File: src/hdl/ssaa_pkg.sv
// Shared types, constants and helpers for the square splat accumulator.
// Used by ssaa_ctrl, ssaa_dp and square_splat_accumulate_argmax.
package ssaa_pkg;

  localparam int GRID_SIZE  = 256;
  localparam int CELL_WIDTH = 32;

  // Row/column index width; memory is addressed by {row, col}.
  localparam int RB        = $clog2(GRID_SIZE);
  localparam int MEM_DEPTH = 2 ** (2 * RB);
  // Width used to work out clipped square bounds (holds coord + radius).
  localparam int BW        = (RB > 9) ? RB + 1 : 10;

  typedef struct packed {
    logic [7:0] row;
    logic [7:0] col;
    logic [7:0] weight;
    logic       last;
  } in_req_t;

  typedef struct packed {
    logic [7:0]  best_row;
    logic [7:0]  best_col;
    logic [31:0] best_total;
  } out_req_t;

  typedef enum logic [2:0] {
    ST_CLEAR,
    ST_IDLE,
    ST_ACC,
    ST_FLUSH,
    ST_SCAN,
    ST_SDONE,
    ST_FINISH
  } state_t;

  typedef struct packed {
    logic load_item;    // latch clipped square of the accepted point
    logic start_sweep;  // set bounds to the full grid, clear best
    logic rd_acc;       // read-modify-write at current cell
    logic rd_scan;      // read current cell for arg-max, write zero
    logic clr_wr;       // write zero at current cell
    logic step;         // advance current cell in row-major order
    logic load_out;     // move best into the output register
  } cmd_t;

  typedef struct packed {
    logic empty;        // clipped square of the input point has no cells
    logic at_end;       // current cell is the last of the bounds
    logic out_free;     // output register can take a result this cycle
  } status_t;

  function automatic logic [7:0] idx_to_byte(input logic [RB-1:0] v);
    logic [31:0] t;
    t = 32'(v);
    return t[7:0];
  endfunction

  function automatic logic [31:0] cell_to_word(input logic [CELL_WIDTH-1:0] v);
    logic [63:0] t;
    t = 64'(v);
    return t[31:0];
  endfunction

endpackage

File: src/hdl/ssaa_ctrl.sv
// Controller for the square splat accumulator: sequences reset clear,
// per-point read-modify-write, arg-max scan and result hand-off. Uses ssaa_pkg.
module ssaa_ctrl import ssaa_pkg::*; (
  input  logic    clk,
  input  logic    rst,
  input  logic    in_valid,
  input  logic    in_last,
  output logic    in_stall,
  input  status_t status,
  output cmd_t    cmd
);

  state_t state, state_next;
  logic   last_q;
  logic   accept;

  assign in_stall = (state != ST_IDLE);
  assign accept   = in_valid && !in_stall;

  always_ff @(posedge clk) begin
    if (rst) begin
      state  <= ST_CLEAR;
      last_q <= 1'b0;
    end else begin
      state <= state_next;
      if (accept) begin
        last_q <= in_last;
      end
    end
  end

  always_comb begin
    state_next = state;
    case (state)
      ST_CLEAR: begin
        if (status.at_end) state_next = ST_IDLE;
      end
      ST_IDLE: begin
        if (accept) begin
          if (!status.empty) state_next = ST_ACC;
          else if (in_last)  state_next = ST_SCAN;
        end
      end
      ST_ACC: begin
        if (status.at_end) state_next = last_q ? ST_FLUSH : ST_IDLE;
      end
      // flush state so the last accumulate write lands before the scan reads
      ST_FLUSH:  state_next = ST_SCAN;
      ST_SCAN: begin
        if (status.at_end) state_next = ST_SDONE;
      end
      ST_SDONE:  state_next = ST_FINISH;
      ST_FINISH: begin
        if (status.out_free) state_next = ST_IDLE;
      end
      default:   state_next = ST_CLEAR;
    endcase
  end

  always_comb begin
    cmd = '0;
    case (state)
      ST_CLEAR: begin
        cmd.clr_wr = 1'b1;
        cmd.step   = 1'b1;
      end
      ST_IDLE: begin
        cmd.load_item   = accept && !status.empty;
        cmd.start_sweep = accept && status.empty && in_last;
      end
      ST_ACC: begin
        cmd.rd_acc = 1'b1;
        cmd.step   = 1'b1;
      end
      ST_FLUSH:  cmd.start_sweep = 1'b1;
      ST_SCAN: begin
        cmd.rd_scan = 1'b1;
        cmd.step    = 1'b1;
      end
      ST_SDONE:  cmd = '0;
      ST_FINISH: cmd.load_out = status.out_free;
      default:   cmd = '0;
    endcase
  end

endmodule

File: config.mk
export PLATFORM = sky130hd
export DESIGN_NAME = ssaa_ctrl
export DESIGN_NICKNAME = d
export VERILOG_FILES = /design/src/hdl/ssaa_pkg.sv /design/src/hdl/ssaa_ctrl.sv
export SDC_FILE = /design/constraint.sdc
export NUM_CORES = 1
export LEC_CHECK = 0
export BUFFER_PORTS_ARGS = -buffer_cell sky130_fd_sc_hd__buf_2
export CAP_MARGIN = 30
export CORE_AREA = 2 2 39 41
export DETAILED_ROUTE_END_ITERATION = 6
export DIE_AREA = 0 0 41 43
export PLACE_DENSITY = 0.55
export SLEW_MARGIN = 20
export SYNTH_ARGS = -nofsm -noshare
export SYNTH_HDL_FRONTEND = slang
export SYNTH_SLANG_ARGS = --single-unit
File: constraint.sdc
create_clock -name clk -period 3.5 [get_ports clk]
set_input_delay 0.7 -clock clk [delete_from_list [all_inputs] [get_ports clk]]
set_output_delay 0.7 -clock clk [all_outputs]
set_load 0.01 [all_outputs]
### After elaboration in Yosys (flattened, before gate mapping)

Cells that the tools add are included.
Widths: inputs -> output; s select.

| word-level totals | value |
|---|---|
| flip-flop bits (word level) | 4 |
| output and inout port bits | 8 |
| word-level logic and storage cells | 40 |

| cells by class | value |
|---|---|
| eq/ne operators | 13 |
| mux-type cells | 16 |
| reductions and logical operators | 9 |

Operators with widths:

| operator | count |
|---|---|
| $mux 3 | 7 |
| $pmux 3 s7 | 1 |
| $ne 2x2->1 const B | 5 |
| $eq 3x3->1 const B | 3 |
| $eq 3x2->1 const B | 2 |
| $mux 1 | 6 |
| $reduce_and 6->1 | 1 |
| $logic_and 1x1->1 | 4 |
| $eq 3x1->1 const B | 1 |
| $logic_not 3->1 | 1 |
| $ne 3x1->1 const B | 1 |
| $ne 3x3->1 const B | 1 |
| $reduce_or 3->1 | 1 |
| $logic_not 1->1 | 2 |
| $mux 2 | 1 |
| $pmux 1 s2 | 1 |

### Longest topological paths before layout

Gate-level depths: netlist of run 1.

| depth | value |
|---|---|
| depth after elaboration | 6 |
| mapped depth | 5 |

### Worst setup path before layout of run 1

No wires, ideal clock.

| path | value |
|---|---|
| kind | input to output |
| start | input in_valid |
| end | output cmd[5] (netlist name) |
| arrival time | 1036 ps |
| required time | 2800 ps |
| path slack | 1764 ps |
| stages | 2 |
| path buffers | 0 |
| path through | a31oi_1 -> nor3_1 |

RTL lines:

| element | RTL line | RTL |
|---|---|---|
| start: declaration | ssaa_ctrl.sv:6 | `input logic in_valid,` |
| end: declaration | ssaa_ctrl.sv:10 | `output cmd_t cmd` |

==> impl_metrics.py, run 1 <==
metrics = {
    "yosys": {
        "synth_seq_cells": 4,
        "syn-instance-count": 36,
        "synth.cell_area_um2": 307,
        "synth-seq-area-share_pct": 26.1,
        "synth_cell_types": 23,
        "synthesis.yosys.warnings": 0,
        "synth_area_per_cell_um2": 8.52,
        "syn-num-nets": 43,
    },
    "clock_tree": {
        "cts_tree": "done",
        "post_cts_resized": 0,
        "numCtsBuffers": 3,
        "ctsHoldBuffers": 0,
        "path_clk_slew_ns": 0.04,
        "cts_setup_buffers": 0,
        "cts_sinks": 4,
        "clockBufferDepth": 2,
        "cts_root_buf": "clkbuf_4",
        "htreeDepth": 1,
        "clock_latency_ns": 0.23,
    },
    "die": {
        "core_um2": 1380,
        "num_rows": 14,
        "fp.dieW_um": 41,
        "start_util_pct": 22.2,
        "dieArea_um2": 1760,
        "fp.dieH_um": 43,
        "boundaryPins": 15,
    },
    "layout": {
        "final_common_cell": "buf_2",
        "finalInstanceArea_um2": 400,
        "layout-drive-gt1-share_pct": 44.0,
        "nets": 59,
        "fin_cells": 66,
        "n_antenna_cell": 0,
        "syn2layout_area_growth_pct": 30.6,
        "fillerInstances": 170,
        "final_cell_mix": "buf_2 (14), nor2_1 (4), dfxtp_1 (4)",
        "post-route-util_pct": 28.9,
    },
    "sta": {
        "tns_ns": 0,
        "setup_violations": 0,
        "rsz0062_at_grt": "false",
        "slew_violations": 0,
        "worst_slew_pin_slew_ns": 0.418,
        "hold_viol": 0,
        "maxSlewHeadroom_pct": 72.1,
        "finClkSkew_ns": 0.000486,
        "period_needed_ns": 2.03,
        "worst_slack_ns": 1.47,
        "fmax_mhz": 493,
        "worst_hold_slack_ns": 0.541,
        "fin_crit_sh_pct": 58.0,
    },
    "drt": {
        "drt_wl_total_um": 709,
        "vias_per_cell": 4.76,
        "drt-wirelength-per-cell_um": 10.7,
        "num_vias": 314,
        "ant_nets": 0,
        "drc": 0,
        "drtPass1Iterations": 3,
        "drt_iter0_drc": 5,
    },
    "min_path": {
        "hold_start": "last_q",
        "hold_depth": 2,
        "min_delay_worst_endpoint": "last_q",
        "hold_path.class": "flop to flop",
    },
    "critical_path": {
        "worstPathArrival_ns": 1.33,
        "reg2reg_to": "state[1]",
        "critical_path.slowest_cell": "dfxtp_1",
        "ff2ff_setup_slack_ns": 2.08,
        "max_stage_delay_ns": 0.55,
        "reg2reg_from": "state[0]",
        "path_cells": "nor3b_1, buf_2",
        "critPathBufInv": 1,
        "crit_required_ns": 2.80,
        "r2r_cells": 4,
        "cp_top_family": "flip-flops",
        "cp_max_fo": 13,
        "cp-start-kind": "flop",
        "critPathCaptureType": "output port",
        "critPathKind": "flop to output port",
    },
    "placed_design": {
        "dp_slack_ns": 1.58,
        "io_buffers": 14,
        "gp_congestion": 0.659,
        "place_area_um2": 378,
        "placed_cells": 63,
        "hpwl_um": 522,
    },
    "global_route": {
        "grt_pass1_wl_mm": 1.15,
        "grt_start_max_net_pins": 15,
        "grt_pass1_vias": 261,
        "overflow": 0,
        "antenna_found_initial": 0,
        "grt_util_all_layers_pct": 9.55,
    },
    "power": {
        "power_mw": 0.169,
        "ir_drop_mv": 0.155,
        "power_density_nw_per_um2": 422,
        "p_leak_nw": 0.171,
    },
    "run_status": {
        "status": "completed",
    },
    "job": {
        "drv_cap": 0,
    },
}
==> metal layers <==
| metal | part of all wire [%] | GRT usage, % | wire length (um) | vias to the layer above |
|---|---|---|---|---|
| met5 | 0 | 0 | 0 | - |
| met4 | 0 | 8.00 | 0 | 0 |
| met3 | 5.5 | 1.57 | 39 | 0 |
| met2 | 46 | 10.3 | 325 | 7 |
| met1 | 49 | 15.2 | 344 | 143 |
| li1 | - | - | - | 164 |
==> logic make-up (layout without fill, tap and decap cells) <==
kind of cell | count (synthesis) | count (layout) | synth area share (%)
AND/OR/NAND/NOR | 16 | 16 | 31.0
flip-flops | 4 | 4 | 26.1
multiplexers | 1 | 1 | 3.27
buffers and inverters | 4 | 18 | 7.35
AO/OA/AOI/OAI | 11 | 11 | 32.2
==> layout make-up <==
cell class	instances	area (um2)	share of cell area, %
clock buffer	3	22.5	5.62
tap	16	20.0	5.00
timing repair buffer	14	70.1	17.5
inverter	1	3.75	0.938
multi-input combinational	28	204	50.9
sequential	4	80.1	20.0
==> where the power goes <==
| part | switching [mW] | internal (mW) | total [mW] | leakage (nW) |
|---|---|---|---|---|
| sequential | 0.0106 | 0.0501 | 0.0607 | 0.0328 |
| combinational | 0.0262 | 0.0266 | 0.0528 | 0.125 |
| clock | 0.0172 | 0.0382 | 0.0554 | 0.0138 |
==> flip-flops by register name, summed over array words and instances, names as in the netlist <==
register	count
last_q	1
state	3
==> worst max-delay path by stage <==
stage / start / end / slack [ns] / cells past startpoint
after floorplan: in_valid / cmd[5] / 1.76 / 2
final: state[1] / cmd[4] / 1.47 / 2
after global routing: state[1] / cmd[4] / 1.35 / 2
after CTS: state[1] / cmd[4] / 1.45 / 2
after global placement: in_valid / cmd[5] / 1.60 / 4
after detailed placement: in_valid / cmd[5] / 1.58 / 4
==> worst reg2reg max path, stage by stage, from the launching register on <==
cell and delay [ns]:
dfxtp_1 0.48, or3b_4 0.44, a21oi_4 0.16, a221oi_2 0.06
a211oi_2 0.21
==> Yosys cell counts <==
cell type	instances	area share [%]
or3b_4	1	3.7
nor2b_1	1	2.0
a211oi_2	1	4.1
nor3_1	3	4.9
nor3b_1	2	4.9
dfxtp_1	4	26
mux2i_1	1	3.3
nand2b_1	2	4.1
nand3b_1	1	2.4
a311oi_1	1	2.9
a21oi_1	2	3.3
o22ai_1	1	2.0
clkbuf_1	2	2.4
nand2_1	1	1.2
buf_6	1	3.7
a21oi_4	1	5.3
a211oi_1	1	2.4
nor2_1	4	4.9
a221oi_2	1	4.9
o21ba_2	1	3.3
a31oi_1	2	4.1
and4_1	1	2.9
inv_1	1	1.2
Power figures use the tool's default switching activity.
==> run 2, diff against run 1 <==
- ABC_AREA: unset -> 1
- clock period: 3.5 -> 1.8 ns (I/O delays scaled with it)
==> impl_metrics.py, run 2 <==
metrics = {
    "run_status": {
        "status": "completed",
    },
    "power": {
        "power_density_nw_per_um2": 1010,
        "power.share.switching_pct": 39.2,
        "power.internal_mw": 0.251,
        "ir_drop_mv": 0.244,
        "p_leak_nw": 0.227,
        "power_switching_mw": 0.162,
        "combPwrFrac_pct": 43.0,
        "p_clk_share_pct": 25.4,
        "seqPwrFrac_pct": 31.5,
    },
    "critical_path": {
        "critPathCaptureType": "output port",
        "reg2reg_from": "state[1]",
        "cp_max_fo": 5,
        "reg2reg_to": "state[1]",
        "critPathKind": "flop to output port",
        "r2r_cells": 8,
        "worstPathArrival_ns": 1.33,
        "ff2ff_setup_slack_ns": 0.67,
        "crit_required_ns": 1.44,
        "cp-start-kind": "flop",
    },
    "sta": {
        "rsz0062_at_grt": "false",
        "fmax_mhz": 593,
        "setup_violations": 0,
        "finClkSkew_ns": 0.00129,
        "worst_slack_ns": 0.113,
        "maxSlewHeadroom_pct": 84.1,
        "slew_violations": 0,
        "fin_crit_sh_pct": 93.7,
        "hold_viol": 0,
        "worst_slew_pin_slew_ns": 0.237,
        "period_needed_ns": 1.69,
        "tns_ns": 0,
    },
    "clock_tree": {
        "clock_latency_ns": 0.23,
        "cts_tree": "done",
        "clockBufferDepth": 2,
        "path_clk_slew_ns": 0.03,
        "cts_sinks": 4,
        "numCtsBuffers": 3,
        "cts_root_buf": "clkbuf_4",
        "htreeDepth": 1,
    },
    "drt": {
        "drt_wl_total_um": 708,
        "drt_iter0_drc": 5,
        "drc": 0,
        "ant_nets": 0,
        "vias_per_cell": 4.41,
        "num_vias": 366,
        "drt-wirelength-per-cell_um": 8.53,
        "drtPass1Iterations": 3,
    },
    "min_path": {
        "hold_path.class": "primary input to flop",
        "hold_start": "rst",
        "min_delay_worst_endpoint": "last_q",
        "hold_depth": 2,
    },
    "placed_design": {
        "gp_congestion": 0.695,
        "dp_slack_ns": 0.329,
        "place_area_um2": 384,
        "hpwl_um": 630,
        "placed_cells": 80,
        "io_buffers": 14,
    },
    "global_route": {
        "grt_pass1_vias": 305,
        "grt_util_all_layers_pct": 9.43,
        "overflow": 0,
        "grt_start_max_net_pins": 8,
        "antenna_found_initial": 0,
        "grt_pass1_wl_mm": 1.10,
    },
    "die": {
        "boundaryPins": 15,
        "num_rows": 14,
        "core_um2": 1380,
        "fp.dieH_um": 43,
        "fp.dieW_um": 41,
        "dieArea_um2": 1760,
        "start_util_pct": 21.2,
    },
    "yosys": {
        "synth_edf_count": 0,
        "synth_area_per_cell_um2": 5.88,
        "synth_area_leader_cell": "dfxtp_1",
        "yosysMostFrequentCell": "nand2_1",
        "synthesis.yosys.warnings": 0,
        "synth_async_sr_flop_share_pct": 0,
        "synth.area.top_cells": "dfxtp_1 (27%), nand2_1 (14%), inv_1 (11%)",
        "synth_top_area_share_pct": 27.2,
        "synth.cell_area_um2": 294,
        "syn-instance-count": 50,
        "synth-seq-area-share_pct": 27.2,
        "synthFlopType": "dfxtp_1",
        "syn-num-nets": 57,
        "synth_seq_cells": 4,
        "synth_commonest_cells": "nand2_1 (11), inv_1 (9), nor2_1 (9)",
        "synth_cell_types": 15,
    },
    "layout": {
        "syn2layout_area_growth_pct": 38.7,
        "finalInstanceArea_um2": 408,
        "largestRegisters": "state (3), last_q (1)",
        "fin_cells": 83,
        "final_cell_mix": "buf_2 (14), nand2_1 (11), inv_1 (9), nor2_1 (9)",
        "final_common_cell": "buf_2",
        "layout-drive-gt1-share_pct": 35.8,
        "top_register": "state",
        "n_antenna_cell": 0,
        "largest_reg_flops": 3,
        "fillerInstances": 168,
        "nets": 76,
    },
    "job": {
        "drv_cap": 0,
    },
}
[run 2: metrics by stage]
stage,utilization (%),hold slack [ns],total power [mW]
final,29.5,0.341,0.414
after global routing,29.5,0.347,0.453
after CTS,29.4,0.337,0.424
after detailed placement,27.8,0.453,0.313
after global placement,27.8,0.451,0.309
after floorplan,-,0.429,0.249
[run 2: critical path, cell delays in order (launching register included)]
cell	delay (ns)
dfxtp_1	0.31
inv_1	0.14
nand2_2	0.08
nor2_2	0.16
nand3_1	0.13
o32ai_1	0.12
buf_2	0.17
[run 2: worst max path at each step]
stage               startpoint     end  slack, ns  depth (start not counted)
finish                state[1]  cmd[5]       0.11                          6
global route          state[1]  cmd[5]      0.003                          6
CTS                   state[0]  cmd[5]       0.07                          5
detailed placement    state[0]  cmd[5]       0.33                          5
global placement      state[0]  cmd[5]       0.32                          5
floorplan             state[0]  cmd[5]       0.51                          2
[run 2: cells by family (layout without fill, tap and decap cells)]
family | count (synthesis) | after routing | share of synthesized area (%)
AOI/OAI and AO/OA | 7 | 7 | 14.0
and+or+nand+nor | 29 | 29 | 46.0
DFF | 4 | 4 | 27.2
buffers and inverters | 10 | 27 | 12.8
[run 2: area by class of cell]
class | count | area (um2) | share of cell area, %
Sequential cell | 4 | 81.3 | 19.9
Clock buffer | 3 | 22.5 | 5.52
Tap cell | 16 | 20.0 | 4.91
Inverter | 10 | 37.5 | 9.20
Timing Repair Buffer | 14 | 70.1 | 17.2
Multi-Input combinational cell | 36 | 176 | 43.3
[run 2: power groups by stage]
stage	clock (mW)	combinational, mW	sequential, mW
2_1_floorplan	0	0.124	0.125
3_3_place_gp	0	0.179	0.130
3_5_place_dp	0	0.181	0.131
4_1_cts	0.113	0.181	0.130
5_1_grt	0.118	0.201	0.134
6_report	0.105	0.178	0.131
[run 2: per-layer routing]
layer,share of wire [%],track usage [%],vias up
met5,0,0,-
met3,4.7,4.71,0
met1,42,8.33,167
met2,53,15.6,5
li1,-,-,194
met4,0,6.00,0
[run 2: what timing repair did]
item | CTS | global route
hold buffers | 0 | 0
resized for setup | 0 | 1
buffers inserted | 0 | 0
setup endpoints to repair | 0 | 1
